$ cat src/assert_macros.svh
// Assertion macros shared by the queue pair RTL.
// Included by the modules that carry concurrent checks; no other dependencies.
`ifndef ASSERT_MACROS_SVH
`define ASSERT_MACROS_SVH
`ifndef SYNTHESIS
// prop must hold at every clock edge outside reset
`define ASSERT_CHECK(label, clk, rstn, prop) \
    label: assert property (@(posedge clk) disable iff (!(rstn)) (prop)) \
        else $error("assertion failed");
// cond must never be seen at a clock edge outside reset
`define ASSERT_NEVER(label, clk, rstn, cond) \
    `ASSERT_CHECK(label, clk, rstn, !(cond))
`else
`define ASSERT_CHECK(label, clk, rstn, prop)
`define ASSERT_NEVER(label, clk, rstn, cond)
`endif
`endif

$ cat src/nvmeq_pkg.sv
// Shared types and constants for the NVMe I/O queue pair host block.
// No dependencies; used by every module of the block.
`timescale 1ns / 1ps
`default_nettype none

package nvmeq_pkg;

    // port widths
    localparam int CFG_IDX_W   = 8;
    localparam int CFG_DATA_W  = 32;
    localparam int IN_TDATA_W  = 152;
    localparam int OUT_TDATA_W = 264;

    // depth of the queue between front and back
    localparam int FIFO_DEPTH = 4;

    // input item kinds (tuser)
    typedef enum logic [1:0] {
        CMD_SUBMIT   = 2'd0,
        CMD_COMPLETE = 2'd1,
        CMD_TICK     = 2'd2
    } cmd_t;

    // result item kinds (tuser)
    typedef enum logic [1:0] {
        KIND_ISSUED  = 2'd0,
        KIND_DONE    = 2'd1,
        KIND_TIMEOUT = 2'd2,
        KIND_REJECT  = 2'd3
    } kind_t;

    // command opcodes
    localparam logic [1:0] OPC_WRITE = 2'd1;
    localparam logic [1:0] OPC_READ  = 2'd2;

    // configuration register indexes
    localparam logic [CFG_IDX_W-1:0] CFG_NAMESPACE   = 8'd0;
    localparam logic [CFG_IDX_W-1:0] CFG_SECTOR_LOG2 = 8'd1;
    localparam logic [CFG_IDX_W-1:0] CFG_USE_IRQ     = 8'd2;
    localparam logic [CFG_IDX_W-1:0] CFG_TIMEOUT     = 8'd3;

    // configuration reset values
    localparam logic [31:0] NAMESPACE_RESET   = 32'd1;
    localparam logic [3:0]  SECTOR_LOG2_RESET = 4'd9;
    localparam logic [15:0] TIMEOUT_RESET     = 16'd5000;

    // sector size and count limits
    localparam logic [3:0] SECTOR_LOG2_MIN  = 4'd9;
    localparam logic [3:0] SECTOR_LOG2_MAX  = 4'd12;
    localparam logic [3:0] SECTOR_COUNT_MAX = 4'd8;

    // one classified item handed from front to back
    typedef struct packed {
        kind_t       kind;
        logic [1:0]  opcode;
        logic [15:0] command_id;
        logic [31:0] nsid;
        logic [63:0] prp1;
        logic [63:0] start_lba;
        logic [2:0]  blocks_minus_one;
        logic [1:0]  sector_log2_off;   // sector log2 minus 9
        logic [3:0]  command_slot;
        logic [3:0]  sq_db;
        logic [3:0]  cq_db;
        logic        failed;
    } rec_t;

endpackage

`default_nettype wire

$ cat src/nvmeq_front.sv
// Front end: configuration registers, queue pointers and command state.
// Accepts input items, classifies them and pushes records; uses nvmeq_pkg.
`timescale 1ns / 1ps
`default_nettype none
`include "assert_macros.svh"

module nvmeq_front #(
    parameter int QUEUE_DEPTH = 16
) (
    input  wire                                aclk,
    input  wire                                aresetn,
    // configuration writes
    input  wire                                cfg_valid,
    output logic                               cfg_ready,
    input  wire  [nvmeq_pkg::CFG_IDX_W-1:0]    cfg_index,
    input  wire  [nvmeq_pkg::CFG_DATA_W-1:0]   cfg_data,
    // input items
    input  wire                                s_axis_tvalid,
    output logic                               s_axis_tready,
    input  wire  [nvmeq_pkg::IN_TDATA_W-1:0]   s_axis_tdata,
    input  wire  [1:0]                         s_axis_tuser,
    // records toward the back end
    output logic                               push_valid,
    input  wire                                push_ready,
    output nvmeq_pkg::rec_t                    push_rec
);

    localparam int PTR_W = (QUEUE_DEPTH > 1) ? $clog2(QUEUE_DEPTH) : 1;
    localparam logic [PTR_W-1:0] PTR_LAST = PTR_W'(QUEUE_DEPTH - 1);

    // configuration registers
    logic [31:0] namespace_reg;
    logic [3:0]  sector_log2_reg;
    logic        use_irq_reg;
    logic [15:0] timeout_reg;

    // queue state
    logic [PTR_W-1:0] sq_tail_reg, sq_tail_next;
    logic [PTR_W-1:0] cq_head_reg, cq_head_next;
    logic             phase_reg, phase_next;
    logic [15:0]      cmd_id_reg, cmd_id_next;
    logic             busy_reg, busy_next;
    logic [15:0]      elapsed_reg, elapsed_next;

    // input field views
    logic              s_fire;
    nvmeq_pkg::cmd_t   cmd;
    logic [63:0]       in_lba;
    logic [3:0]        in_count;
    logic [63:0]       in_buf;
    logic              in_write;
    logic [15:0]       in_word;

    logic [3:0]        count_sat;
    logic [3:0]        count_m1;
    logic [3:0]        log2_sat;
    logic [3:0]        log2_off;
    logic [PTR_W+3:0]  slot_ext;
    logic [PTR_W+3:0]  tail_ext;
    logic [PTR_W+3:0]  head_ext;
    logic [PTR_W-1:0]  tail_inc;
    logic [PTR_W-1:0]  head_inc;

    assign cfg_ready     = 1'b1;
    assign s_axis_tready = push_ready;
    assign s_fire        = s_axis_tvalid && s_axis_tready;

    assign cmd      = nvmeq_pkg::cmd_t'(s_axis_tuser);
    assign in_lba   = s_axis_tdata[63:0];
    assign in_count = s_axis_tdata[67:64];
    assign in_buf   = s_axis_tdata[131:68];
    assign in_write = s_axis_tdata[132];
    assign in_word  = s_axis_tdata[148:133];

    // saturate sector count into 1..8 and sector log2 into 9..12
    always_comb begin
        if (in_count == 4'd0) begin
            count_sat = 4'd1;
        end else if (in_count > nvmeq_pkg::SECTOR_COUNT_MAX) begin
            count_sat = nvmeq_pkg::SECTOR_COUNT_MAX;
        end else begin
            count_sat = in_count;
        end
        if (sector_log2_reg < nvmeq_pkg::SECTOR_LOG2_MIN) begin
            log2_sat = nvmeq_pkg::SECTOR_LOG2_MIN;
        end else if (sector_log2_reg > nvmeq_pkg::SECTOR_LOG2_MAX) begin
            log2_sat = nvmeq_pkg::SECTOR_LOG2_MAX;
        end else begin
            log2_sat = sector_log2_reg;
        end
    end

    assign count_m1 = count_sat - 4'd1;
    assign log2_off = log2_sat - nvmeq_pkg::SECTOR_LOG2_MIN;

    // ring pointer increments with wrap at the queue depth
    assign tail_inc = (sq_tail_reg == PTR_LAST) ? '0 : sq_tail_reg + PTR_W'(1);
    assign head_inc = (cq_head_reg == PTR_LAST) ? '0 : cq_head_reg + PTR_W'(1);
    assign slot_ext = {4'b0, sq_tail_reg};
    assign tail_ext = {4'b0, tail_inc};
    assign head_ext = {4'b0, head_inc};

    // classify the item and update the queue state
    always_comb begin
        sq_tail_next = sq_tail_reg;
        cq_head_next = cq_head_reg;
        phase_next   = phase_reg;
        cmd_id_next  = cmd_id_reg;
        busy_next    = busy_reg;
        elapsed_next = elapsed_reg;
        push_valid   = 1'b0;
        push_rec     = '0;
        if (s_fire) begin
            unique case (cmd)
                nvmeq_pkg::CMD_SUBMIT: begin
                    push_valid = 1'b1;
                    if (busy_reg) begin
                        push_rec.kind = nvmeq_pkg::KIND_REJECT;
                    end else begin
                        push_rec.kind             = nvmeq_pkg::KIND_ISSUED;
                        push_rec.opcode           = in_write ? nvmeq_pkg::OPC_WRITE
                                                             : nvmeq_pkg::OPC_READ;
                        push_rec.command_id       = cmd_id_reg;
                        push_rec.nsid             = namespace_reg;
                        push_rec.prp1             = in_buf;
                        push_rec.start_lba        = in_lba;
                        push_rec.blocks_minus_one = count_m1[2:0];
                        push_rec.sector_log2_off  = log2_off[1:0];
                        push_rec.command_slot     = slot_ext[3:0];
                        push_rec.sq_db            = tail_ext[3:0];
                        sq_tail_next = tail_inc;
                        cmd_id_next  = cmd_id_reg + 16'd1;
                        busy_next    = 1'b1;
                        elapsed_next = 16'd0;
                    end
                end
                nvmeq_pkg::CMD_COMPLETE: begin
                    // only a word whose phase matches ends the wait
                    if (busy_reg && (in_word[0] == phase_reg)) begin
                        push_valid      = 1'b1;
                        push_rec.kind   = nvmeq_pkg::KIND_DONE;
                        push_rec.cq_db  = head_ext[3:0];
                        push_rec.failed = |in_word[15:1];
                        cq_head_next    = head_inc;
                        if (head_inc == '0) begin
                            phase_next = ~phase_reg;
                        end
                        busy_next = 1'b0;
                    end
                end
                nvmeq_pkg::CMD_TICK: begin
                    if (busy_reg && !use_irq_reg) begin
                        if (elapsed_reg >= timeout_reg) begin
                            push_valid      = 1'b1;
                            push_rec.kind   = nvmeq_pkg::KIND_TIMEOUT;
                            push_rec.failed = 1'b1;
                            busy_next       = 1'b0;
                        end else begin
                            elapsed_next = elapsed_reg + 16'd1;
                        end
                    end
                end
                default: begin
                end
            endcase
        end
    end

    // state registers
    always_ff @(posedge aclk) begin
        if (!aresetn) begin
            sq_tail_reg <= '0;
            cq_head_reg <= '0;
            phase_reg   <= 1'b1;
            cmd_id_reg  <= 16'd0;
            busy_reg    <= 1'b0;
            elapsed_reg <= 16'd0;
        end else begin
            sq_tail_reg <= sq_tail_next;
            cq_head_reg <= cq_head_next;
            phase_reg   <= phase_next;
            cmd_id_reg  <= cmd_id_next;
            busy_reg    <= busy_next;
            elapsed_reg <= elapsed_next;
        end
    end

    // configuration registers
    always_ff @(posedge aclk) begin
        if (!aresetn) begin
            namespace_reg   <= nvmeq_pkg::NAMESPACE_RESET;
            sector_log2_reg <= nvmeq_pkg::SECTOR_LOG2_RESET;
            use_irq_reg     <= 1'b0;
            timeout_reg     <= nvmeq_pkg::TIMEOUT_RESET;
        end else if (cfg_valid && cfg_ready) begin
            unique case (cfg_index)
                nvmeq_pkg::CFG_NAMESPACE:   namespace_reg   <= cfg_data;
                nvmeq_pkg::CFG_SECTOR_LOG2: sector_log2_reg <= cfg_data[3:0];
                nvmeq_pkg::CFG_USE_IRQ:     use_irq_reg     <= cfg_data[0];
                nvmeq_pkg::CFG_TIMEOUT:     timeout_reg     <= cfg_data[15:0];
                default: begin
                end
            endcase
        end
    end

    // an issued command always leaves the block busy
    `ASSERT_CHECK(a_issue_sets_busy, aclk, aresetn,
        (push_valid && push_rec.kind == nvmeq_pkg::KIND_ISSUED) |=> busy_reg)
    // a consumed completion or a timeout always frees the block
    `ASSERT_CHECK(a_done_clears_busy, aclk, aresetn,
        (push_valid && (push_rec.kind == nvmeq_pkg::KIND_DONE ||
                        push_rec.kind == nvmeq_pkg::KIND_TIMEOUT)) |=> !busy_reg)
    // a timeout leaves head and phase where they were
    `ASSERT_CHECK(a_timeout_keeps_head, aclk, aresetn,
        (push_valid && push_rec.kind == nvmeq_pkg::KIND_TIMEOUT)
            |=> ($stable(cq_head_reg) && $stable(phase_reg)))

endmodule

`default_nettype wire

$ cat src/nvmeq_fifo.sv
// Short record queue between the front and the back end.
// Register storage, registered count; uses nvmeq_pkg::rec_t.
`timescale 1ns / 1ps
`default_nettype none
`include "assert_macros.svh"

module nvmeq_fifo #(
    parameter int DEPTH = 4
) (
    input  wire              aclk,
    input  wire              aresetn,
    input  wire              wr_valid,
    output logic             wr_ready,
    input  nvmeq_pkg::rec_t  wr_rec,
    output logic             rd_valid,
    input  wire              rd_ready,
    output nvmeq_pkg::rec_t  rd_rec
);

    localparam int PTR_W = (DEPTH > 1) ? $clog2(DEPTH) : 1;
    localparam int CNT_W = $clog2(DEPTH + 1);
    localparam logic [PTR_W-1:0] PTR_LAST = PTR_W'(DEPTH - 1);
    localparam logic [CNT_W-1:0] CNT_FULL = CNT_W'(DEPTH);

    nvmeq_pkg::rec_t  mem_reg [DEPTH];
    logic [PTR_W-1:0] wr_ptr_reg, wr_ptr_next;
    logic [PTR_W-1:0] rd_ptr_reg, rd_ptr_next;
    logic [CNT_W-1:0] count_reg, count_next;
    logic             wr_fire, rd_fire;

    assign wr_ready = (count_reg != CNT_FULL);
    assign rd_valid = (count_reg != '0);
    assign rd_rec   = mem_reg[rd_ptr_reg];
    assign wr_fire  = wr_valid && wr_ready;
    assign rd_fire  = rd_valid && rd_ready;

    // pointer and count bookkeeping
    always_comb begin
        wr_ptr_next = wr_ptr_reg;
        rd_ptr_next = rd_ptr_reg;
        count_next  = count_reg;
        if (wr_fire) begin
            wr_ptr_next = (wr_ptr_reg == PTR_LAST) ? '0 : wr_ptr_reg + PTR_W'(1);
        end
        if (rd_fire) begin
            rd_ptr_next = (rd_ptr_reg == PTR_LAST) ? '0 : rd_ptr_reg + PTR_W'(1);
        end
        if (wr_fire && !rd_fire) begin
            count_next = count_reg + CNT_W'(1);
        end else if (rd_fire && !wr_fire) begin
            count_next = count_reg - CNT_W'(1);
        end
    end

    always_ff @(posedge aclk) begin
        if (!aresetn) begin
            wr_ptr_reg <= '0;
            rd_ptr_reg <= '0;
            count_reg  <= '0;
        end else begin
            wr_ptr_reg <= wr_ptr_next;
            rd_ptr_reg <= rd_ptr_next;
            count_reg  <= count_next;
        end
    end

    // storage, no reset
    always_ff @(posedge aclk) begin
        if (wr_fire) begin
            mem_reg[wr_ptr_reg] <= wr_rec;
        end
    end

    // the count tracks the distance between the pointers
    `ASSERT_CHECK(a_count_matches_ptrs, aclk, aresetn,
        (count_reg == '0 || count_reg == CNT_FULL) |-> (wr_ptr_reg == rd_ptr_reg))

endmodule

`default_nettype wire

$ cat src/nvmeq_back.sv
// Back end: finishes each record (PRP2 page crossing) into the output register.
// Drives the result channel; uses nvmeq_pkg.
`timescale 1ns / 1ps
`default_nettype none
`include "assert_macros.svh"

module nvmeq_back #(
    parameter int PAGE_BYTES = 4096
) (
    input  wire                                aclk,
    input  wire                                aresetn,
    // records from the queue
    input  wire                                pop_valid,
    output logic                               pop_ready,
    input  nvmeq_pkg::rec_t                    pop_rec,
    // result items
    output logic                               m_axis_tvalid,
    input  wire                                m_axis_tready,
    output logic [nvmeq_pkg::OUT_TDATA_W-1:0]  m_axis_tdata,
    output logic [1:0]                         m_axis_tuser
);

    localparam int PAGE_LOG2  = $clog2(PAGE_BYTES);
    localparam int PAGE_NUM_W = 64 - PAGE_LOG2;
    localparam int PAD_W      = nvmeq_pkg::OUT_TDATA_W - 258;

    logic            m_valid_reg;
    nvmeq_pkg::rec_t out_reg;
    logic [63:0]     prp2_reg, prp2_next;

    logic [3:0]            sec_count;
    logic [3:0]            sec_shift;
    logic [15:0]           xfer_len;
    logic [15:0]           xfer_len_m1;
    logic [63:0]           end_addr;
    logic                  crosses;
    logic [PAGE_NUM_W-1:0] next_page;

    // transfer length and last byte address
    assign sec_count   = {1'b0, pop_rec.blocks_minus_one} + 4'd1;
    assign sec_shift   = nvmeq_pkg::SECTOR_LOG2_MIN + {2'b0, pop_rec.sector_log2_off};
    assign xfer_len    = {12'b0, sec_count} << sec_shift;
    assign xfer_len_m1 = xfer_len - 16'd1;
    assign end_addr    = pop_rec.prp1 + {48'b0, xfer_len_m1};
    assign crosses     = (pop_rec.prp1[63:PAGE_LOG2] != end_addr[63:PAGE_LOG2]);
    assign next_page   = pop_rec.prp1[63:PAGE_LOG2] + PAGE_NUM_W'(1);

    // second pointer only for an issued command that runs into the next page
    always_comb begin
        prp2_next = 64'd0;
        if (pop_rec.kind == nvmeq_pkg::KIND_ISSUED && crosses) begin
            prp2_next = {next_page, {PAGE_LOG2{1'b0}}};
        end
    end

    assign pop_ready = !m_valid_reg || m_axis_tready;

    // output register
    always_ff @(posedge aclk) begin
        if (!aresetn) begin
            m_valid_reg <= 1'b0;
        end else if (pop_ready) begin
            m_valid_reg <= pop_valid;
        end
    end

    always_ff @(posedge aclk) begin
        if (pop_ready && pop_valid) begin
            out_reg  <= pop_rec;
            prp2_reg <= prp2_next;
        end
    end

    // result packing
    assign m_axis_tvalid = m_valid_reg;
    assign m_axis_tuser  = out_reg.kind;
    assign m_axis_tdata  = {
        {PAD_W{1'b0}},
        out_reg.failed,
        out_reg.cq_db,
        out_reg.sq_db,
        out_reg.command_slot,
        out_reg.blocks_minus_one,
        out_reg.start_lba,
        prp2_reg,
        out_reg.prp1,
        out_reg.nsid,
        out_reg.command_id,
        out_reg.opcode
    };

    // only an issued command carries a second page pointer
    `ASSERT_NEVER(a_prp2_only_issued, aclk, aresetn,
        m_valid_reg && out_reg.kind != nvmeq_pkg::KIND_ISSUED && prp2_reg != 64'd0)

endmodule

`default_nettype wire

$ cat src/nvme_io_queue_pair_host.sv
// Top level of the NVMe I/O queue pair host: front end, record queue, back end.
// Depends on nvmeq_pkg, nvmeq_front, nvmeq_fifo and nvmeq_back.
//
// Channel   Direction  Handshake                      Carries
// cfg       in         cfg_valid / cfg_ready          cfg_index, cfg_data
// s_axis    in         s_axis_tvalid / s_axis_tready  request, completion word or tick
// m_axis    out        m_axis_tvalid / m_axis_tready  issued, done, timeout or reject
//
// One input item per cycle is accepted while the record queue has room; its result
// passes the record queue and then the output register before it shows on m_axis.
// A four-entry record queue parts the sides: s_axis_tready drops only when it is
// full because m_axis is stalled. Items that give no result still pass the front.
// aresetn is synchronous and active low; it clears pointers and counters, sets the
// phase to one and loads the configuration reset values. cfg_ready stays high.
`timescale 1ns / 1ps
`default_nettype none

module nvme_io_queue_pair_host #(
    parameter int QUEUE_DEPTH = 16,
    parameter int PAGE_BYTES  = 4096
) (
    input  wire                                aclk,
    input  wire                                aresetn,
    // configuration
    input  wire                                cfg_valid,
    output logic                               cfg_ready,
    input  wire  [nvmeq_pkg::CFG_IDX_W-1:0]    cfg_index,
    input  wire  [nvmeq_pkg::CFG_DATA_W-1:0]   cfg_data,
    // input items
    input  wire                                s_axis_tvalid,
    output logic                               s_axis_tready,
    // lba[63:0], sectors[67:64], buffer_addr[131:68], is_write[132],
    // completion_word[148:133], zero[151:149]
    input  wire  [nvmeq_pkg::IN_TDATA_W-1:0]   s_axis_tdata,
    // cmd[1:0]
    input  wire  [1:0]                         s_axis_tuser,
    // result items
    output logic                               m_axis_tvalid,
    input  wire                                m_axis_tready,
    // opcode[1:0], command_id[17:2], namespace_out[49:18], prp1[113:50],
    // prp2[177:114], start_lba[241:178], blocks_minus_one[244:242],
    // command_slot[248:245], sq_doorbell_value[252:249],
    // cq_doorbell_value[256:253], failed[257], zero[263:258]
    output logic [nvmeq_pkg::OUT_TDATA_W-1:0]  m_axis_tdata,
    // kind[1:0]
    output logic [1:0]                         m_axis_tuser
);

    logic            push_valid, push_ready;
    nvmeq_pkg::rec_t push_rec;
    logic            pop_valid, pop_ready;
    nvmeq_pkg::rec_t pop_rec;

    nvmeq_front #(
        .QUEUE_DEPTH (QUEUE_DEPTH)
    ) u_front (
        .aclk          (aclk),
        .aresetn       (aresetn),
        .cfg_valid     (cfg_valid),
        .cfg_ready     (cfg_ready),
        .cfg_index     (cfg_index),
        .cfg_data      (cfg_data),
        .s_axis_tvalid (s_axis_tvalid),
        .s_axis_tready (s_axis_tready),
        .s_axis_tdata  (s_axis_tdata),
        .s_axis_tuser  (s_axis_tuser),
        .push_valid    (push_valid),
        .push_ready    (push_ready),
        .push_rec      (push_rec)
    );

    nvmeq_fifo #(
        .DEPTH (nvmeq_pkg::FIFO_DEPTH)
    ) u_fifo (
        .aclk     (aclk),
        .aresetn  (aresetn),
        .wr_valid (push_valid),
        .wr_ready (push_ready),
        .wr_rec   (push_rec),
        .rd_valid (pop_valid),
        .rd_ready (pop_ready),
        .rd_rec   (pop_rec)
    );

    nvmeq_back #(
        .PAGE_BYTES (PAGE_BYTES)
    ) u_back (
        .aclk          (aclk),
        .aresetn       (aresetn),
        .pop_valid     (pop_valid),
        .pop_ready     (pop_ready),
        .pop_rec       (pop_rec),
        .m_axis_tvalid (m_axis_tvalid),
        .m_axis_tready (m_axis_tready),
        .m_axis_tdata  (m_axis_tdata),
        .m_axis_tuser  (m_axis_tuser)
    );

endmodule

`default_nettype wire
$ cat config.mk
export PLATFORM = sky130hd
export DESIGN_NAME = nvme_io_queue_pair_host
export DESIGN_NICKNAME = d
export VERILOG_FILES = /design/src/nvmeq_pkg.sv /design/src/nvmeq_front.sv /design/src/nvmeq_fifo.sv /design/src/nvmeq_back.sv /design/src/nvme_io_queue_pair_host.sv
export VERILOG_INCLUDE_DIRS = /design/src /design/src/src
export SDC_FILE = /design/constraint.sdc
export NUM_CORES = 1
export LEC_CHECK = 0
export BUFFER_PORTS_ARGS = -buffer_cell sky130_fd_sc_hd__buf_2
export CORE_AREA = 4 4 305 307
export CTS_CLUSTER_DIAMETER = 80
export CTS_CLUSTER_SIZE = 16
export DETAILED_ROUTE_END_ITERATION = 12
export DIE_AREA = 0 0 309 311
export PLACE_DENSITY_LB_ADDON = 0.08
export SKIP_CTS_REPAIR_TIMING = 1
export SLEW_MARGIN = 20
export SYNTH_ARGS = -nofsm -noshare
export SYNTH_HDL_FRONTEND = slang
export SYNTH_HIERARCHICAL = 1
export SYNTH_SLANG_ARGS = --single-unit
$ cat constraint.sdc
create_clock -name aclk -period 12.1 [get_ports aclk]
set_input_delay 1.21 -clock aclk [delete_from_list [all_inputs] [get_ports aclk]]
set_output_delay 1.21 -clock aclk [all_outputs]
set_load 0.02 [all_outputs]
; ---- Yosys cells after proc, flatten, opt, wreduce, memory -nomap -nowiden
; Memory sizes are Yosys's and may differ from the RTL's. A register that Yosys moved wholly into a read port is not among the register bits.
; Index checks and enable logic that the tools add are counted.
[word_totals]
register_bits = 363
ram_bits = 792
wordCells = 138
mem_count = 1
[memory_table]
columns = memory, words, width, read_ports, rd_ports_with_merged_regs, wr, line_no
row1 = u_fifo.mem_reg, 4, 198, 1, 1, 1, nvmeq_fifo.sv:25  ; nvmeq_pkg::rec_t mem_reg [DEPTH];
[op_classes]
addsub = 15
magnitude_cmp = 4
n_eq_ne = 17
shift = 1
muxes = 39
bitwise = 2
n_reduce_logical = 32
[ops]
columns = cell, count
row1 = two-way mux 191 bit, 2
row2 = two-way mux 198 bit, 1
row3 = adder 64 x 16 -> 64 bit, 1
row4 = "adder 52 x 1 -> 52 bit, second input constant", 1
row5 = inequality test 52 bit, 1
row6 = two-way mux 16 bit, 3
row7 = "adder 16 x 1 -> 16 bit, second input constant", 2
row8 = case mux 16 bit (2 select lines), 1
row9 = two-way mux 2 bit, 10
row10 = "== test 8 x 2 -> 1 bit, second input constant", 2
row11 = greater-or-equal comparator 16 bit, 1
row12 = left shift 4 x 4 -> 16 bit, 1
row13 = "subtractor 16 x 1 -> 16 bit, second input constant", 1
row14 = OR reduction 15 bit, 1
row15 = two-way mux 3 bit, 4
row16 = two-way mux 4 bit, 3
row17 = two-way mux 1 bit, 10
row18 = AND reduction 5 bit, 2
row19 = "adder 4 x 1 -> 4 bit, second input constant", 2
row20 = "== test 4 bit, second input constant", 2
row21 = "== test 8 x 1 -> 1 bit, second input constant", 1
row22 = "> comparator 4 bit, second input constant", 2
row23 = logical AND 1 bit, 8
row24 = zero test 4 bit, 2
row25 = other kinds (27), 46

; ---- Logic depth before layout (Yosys ltp)
[depth]
word_depth = 10
mapped_depth = 20

; ---- By module
; The synthesis kept the hierarchy.
[by_module_without_submodules]
columns = module, n_inst, cells_each, area_each_um2
row1 = nvmeq_fifo, 1, 1085, 29025.3
row2 = nvmeq_back, 1, 605, 10072.2
row3 = nvmeq_front, 1, 777, 5896.9

; ---- Worst setup path after synthesis
; Ideal clock, no wire load.
[synth_timing]
kind = input to register
from = in m_axis_tready
to = reg u_back.out_reg (netlist bit u_back/m_axis_tdata[0]), enable pin
setup_time_ps = 640
arrival_time_ps = 6964
required_time_ps = 11460
path_slack_ps = 4496
cell_stages = 2
n_path_buf = 0
path_cell_list = nand2b_1 -> and2_1
[synth_via]
elab_chain_len = 2
[synth_rtl]
columns = item, line_no
row1 = from (decl), nvme_io_queue_pair_host.sv:39  ; input wire m_axis_tready,
row2 = logical OR 1 bit, nvmeq_back.sv:56  ; assign pop_ready = !m_valid_reg || m_axis_tready;
row3 = logical AND 1 bit, nvmeq_back.sv:68  ; if (pop_ready && pop_valid) begin
row4 = to (signal assigned), nvmeq_back.sv:69  ; out_reg <= pop_rec;
row5 = to (decl), nvmeq_back.sv:28  ; nvmeq_pkg::rec_t out_reg;
; Every way passes these cells.
; A chain may end at the register's enable or synchronous reset.

==> insert_results.sql <==
INSERT INTO impl_metrics (metric_group, metric, value, unit) VALUES
('status', 'outcome', 'completed', ''),
('route', 'drt.antenna.violating_nets', '0', ''),
('timing', 'finalClockSkew', '29.1', 'ps'),
('clock_network', 'cts.path.max_buffers', '3', ''),
('clock_network', 'cts_tree', 'done', ''),
('route', 'finalWirelength', '98.9', 'mm'),
('logic_synthesis', 'synth_edf_count', '1040', ''),
('global_routing', 'grt_ovf', '0', ''),
('setup_path', 'worst-endpoint-arrival', '7460', 'ps'),
('pwr', 'power-per-cell-area', '230', 'nW/um^2'),
('finish', 'area_growth', '12.4', '%'),
('route', 'wl_per_cell', '24.0', 'um'),
('finish', 'mostFrequentLayoutCell', 'sky130_fd_sc_hd__edfxtp_1', ''),
('setup_path', 'worst-path-max-fanout', '58', ''),
('finish', 'mostFrequentLayoutCells', 'sky130_fd_sc_hd__edfxtp_1 (1040), sky130_fd_sc_hd__buf_2 (445), sky130_fd_sc_hd__mux4_2 (198)', ''),
('floorplanning', 'row_count', '110', ''),
('setup_path', 'setup.reg_to_reg.worst_slack', '4970', 'ps'),
('finish', 'stdcell_count', '4125', ''),
('setup_path', 'worstPathRequired', '12430', 'ps'),
('clock_network', 'cts.sink_count', '1145', ''),
('logic_synthesis', 'post_synth_instance_area', '45000', 'sq um'),
('global_routing', 'number_of_global_route_vias_before_repair', '24062', ''),
('setup_path', 'reg2reg_depth', '17', ''),
('logic_synthesis', 'synthesis.yosys.warnings', '6', ''),
('floorplanning', 'die_width', '309', 'um'),
('route', 'dr.first_iter.drc_count', '1690', ''),
('floorplanning', 'design.die.area', '96100', 'sq um'),
('setup_path', 'crit_slowest_cell', 'sky130_fd_sc_hd__buf_4', ''),
('pwr', 'leakagePower', '17.1', 'nW'),
('logic_synthesis', 'synth_compound_area_frac', '0.0269', ''),
('route', 'detail_route.vias_per_cell', '5.59', ''),
('setup_path', 'timing.critical_path.cells', 'buf_4 > mux4_2 > ha_1 > nor3b_1 > a32o_1 > a22oi_1 > o21ai_0 > o211ai_1 > o221ai_1 > ha_1 > and2_1 > a21boi_0 > o22ai_1 > or4_4 > nor4b_4 > buf_4 > nor3_1', ''),
('logic_synthesis', 'ys_dominant_reg_cell', 'sky130_fd_sc_hd__edfxtp_1', ''),
('logic_synthesis', 'postSynthAreaPerCell', '18.2', 'sq um'),
('floorplanning', 'area_of_the_placeable_core', '90000', 'sq um'),
('setup_path', 'worstReg2RegEnd', 'u_back/prp2_reg[63]', ''),
('global_routing', 'grt_max_degree', '142', ''),
('hold_path', 'min-delay-path-class', 'flip-flop to flip-flop', ''),
('timing', 'achievable-frequency', '0.140', 'GHz'),
('timing', 'worst_slew_margin_rel', '0.264', ''),
('clock_network', 'cts_max_level', '3', ''),
('floorplanning', 'pin_count', '468', ''),
('timing', 'max_slew.worst_pin.slew', '1100', 'ps'),
('timing', 'finalHoldViolCount', '0', ''),
('run', 'max-cap-violations', '0', ''),
('timing', 'tns', '0', 'ps'),
('global_routing', 'global_route.usage.total', '0.204', ''),
('route', 'post-route-drc-count', '0', ''),
('clock_network', 'tritoncts.num_buffers', '81', ''),
('hold_path', 'hold_path_end', 'u_front/namespace_reg[13]', ''),
('clock_network', 'clk-insertion-delay-late', '640', 'ps'),
('setup_path', 'timing_worst_setup_path_type', 'flip-flop to flip-flop', ''),
('clock_network', 'clk_transition_reported_paths', '70', 'ps'),
('global_routing', 'first_pass_grt_wire_length', '148', 'mm'),
('logic_synthesis', 'synthesis.instances', '2467', ''),
('setup_path', 'setup.worst_path.start_class', 'flip-flop', ''),
('logic_synthesis', 'post_synth_xor_area_fraction', '0.0160', ''),
('logic_synthesis', 'ys_types', '87', ''),
('logic_synthesis', 'yosys-mux-area-fraction', '0.102', ''),
('floorplanning', 'die_y', '311', 'um'),
('setup_path', 'slowest_delay', '800', 'ps'),
('logic_synthesis', 'synth-seq-area-share', '0.741', ''),
('logic_synthesis', 'area_share_of_and_or_nand_nor_cells_after_synthesis', '0.0820', ''),
('finish', 'largest_reg_flops', '792', ''),
('timing', 'setup_violations', '0', ''),
('pwr', 'ir_drop', '375', 'uV'),
('timing', 'final.min_clock_period', '7130', 'ps'),
('placement', 'placed_cells', '4010', ''),
('logic_synthesis', 'share_of_synthesized_cell_area_in_full_adder_half_adder_and_majority_cells', '0.0127', ''),
('hold_path', 'worst_hold_path.num_cells', '2', ''),
('route', 'vias', '23056', '');
worst max path at each step:
stage,start,endpoint,slack [ps],cells after the start
after CTS,flip-flop,u_back/prp2_reg[63],5020,17
after floorplan,m_axis_tready,u_back/m_axis_tdata[0],4500,2
after global routing,flip-flop,u_back/prp2_reg[63],4440,17
after global placement,flip-flop,u_back/prp2_reg[63],5270,17
final,flip-flop,u_back/prp2_reg[63],4970,17
after detailed placement,flip-flop,u_back/prp2_reg[63],5070,17
power by group:
part	total, mW	switching (mW)	leakage, nW	internal (mW)
clock network	2.52	1.26	1.10	1.26
logic	3.79	2.47	5.30	1.32
registers	5.32	0.225	10.8	5.09
Yosys cell counts, types with 10 or more instances:
master / n / area share
sky130_fd_sc_hd__nor3_2: 50 / 0.011
sky130_fd_sc_hd__clkbuf_1: 50 / 0.0042
sky130_fd_sc_hd__buf_6: 21 / 0.0053
sky130_fd_sc_hd__and4_1: 10 / 0.0019
sky130_fd_sc_hd__nand2_1: 161 / 0.013
sky130_fd_sc_hd__mux2i_1: 10 / 0.0022
sky130_fd_sc_hd__nand4_1: 22 / 0.0031
sky130_fd_sc_hd__a21oi_1: 73 / 0.0081
sky130_fd_sc_hd__xnor2_1: 30 / 0.0058
sky130_fd_sc_hd__edfxtp_1: 1040 / 0.69
sky130_fd_sc_hd__dfxtp_1: 105 / 0.047
sky130_fd_sc_hd__buf_4: 20 / 0.0033
sky130_fd_sc_hd__o211ai_1: 11 / 0.0018
sky130_fd_sc_hd__buf_2: 30 / 0.0033
sky130_fd_sc_hd__mux4_2: 198 / 0.099
sky130_fd_sc_hd__xor2_1: 52 / 0.010
sky130_fd_sc_hd__nor3_1: 20 / 0.0022
sky130_fd_sc_hd__nor2_1: 65 / 0.0054
sky130_fd_sc_hd__and2_1: 189 / 0.026
sky130_fd_sc_hd__nand3_1: 45 / 0.0050
sky130_fd_sc_hd__ha_1: 44 / 0.012
sky130_fd_sc_hd__and3_1: 17 / 0.0024
sky130_fd_sc_hd__inv_1: 37 / 0.0031
sky130_fd_sc_hd__o21ai_0: 19 / 0.0021
worst max-delay path, delay by kind of cell (launching register included):
family	cells	cell delay, ps
fa+ha+maj	2	890
mux	1	550
simple gates	5	1260
compound gates	7	1840
buf+inv	2	1510
flops	1	660
cells by family (layout without fill, tap and decap cells):
logic type,count (synthesis),in the layout
and+or+nand+nor,640,640
other,2,23
xor gates and xnor gates,82,82
adders and majority gates,45,45
buffers and inverters,164,625
muxes,209,209
AOI/OAI and AO/OA,180,180
DFF,1145,1145
area by class of cell:
type | instances | area (sq um)
diodes | 4 | 10.0
clock buffers | 106 | 2180
clock inverters | 5 | 77.6
fillers | 7062 | 39400
inverters | 38 | 143
multi-input cells | 1175 | 10900
flip-flops and latches | 1145 | 33300
well taps | 1176 | 1470
repair buffers | 476 | 2480
metal layers:
| layer | share of wire | track usage | up-vias | wire length, um |
|---|---|---|---|---|
| met5 | 0.00018 | 0 | - | 18 |
| met4 | 0.018 | 0.0462 | 2 | 1780 |
| met3 | 0.049 | 0.0308 | 113 | 4860 |
| met2 | 0.52 | 0.360 | 565 | 51600 |
| met1 | 0.41 | 0.269 | 11924 | 40600 |
| li1 | - | - | 10452 | - |
through the flow:
stage	hold WS, ps	instance area (sq um)	setup slack (ps)	total power [mW]	util
floorplan	427	45100	4500	8.26	-
global placement	434	48300	5270	9.21	0.537
detailed placement	439	48300	5070	9.26	0.537
CTS	449	50600	5020	11.8	0.562
global route	462	50600	4440	12.2	0.562
finish	444	50600	4970	11.6	0.562
(Power assumes the default switching activity.)
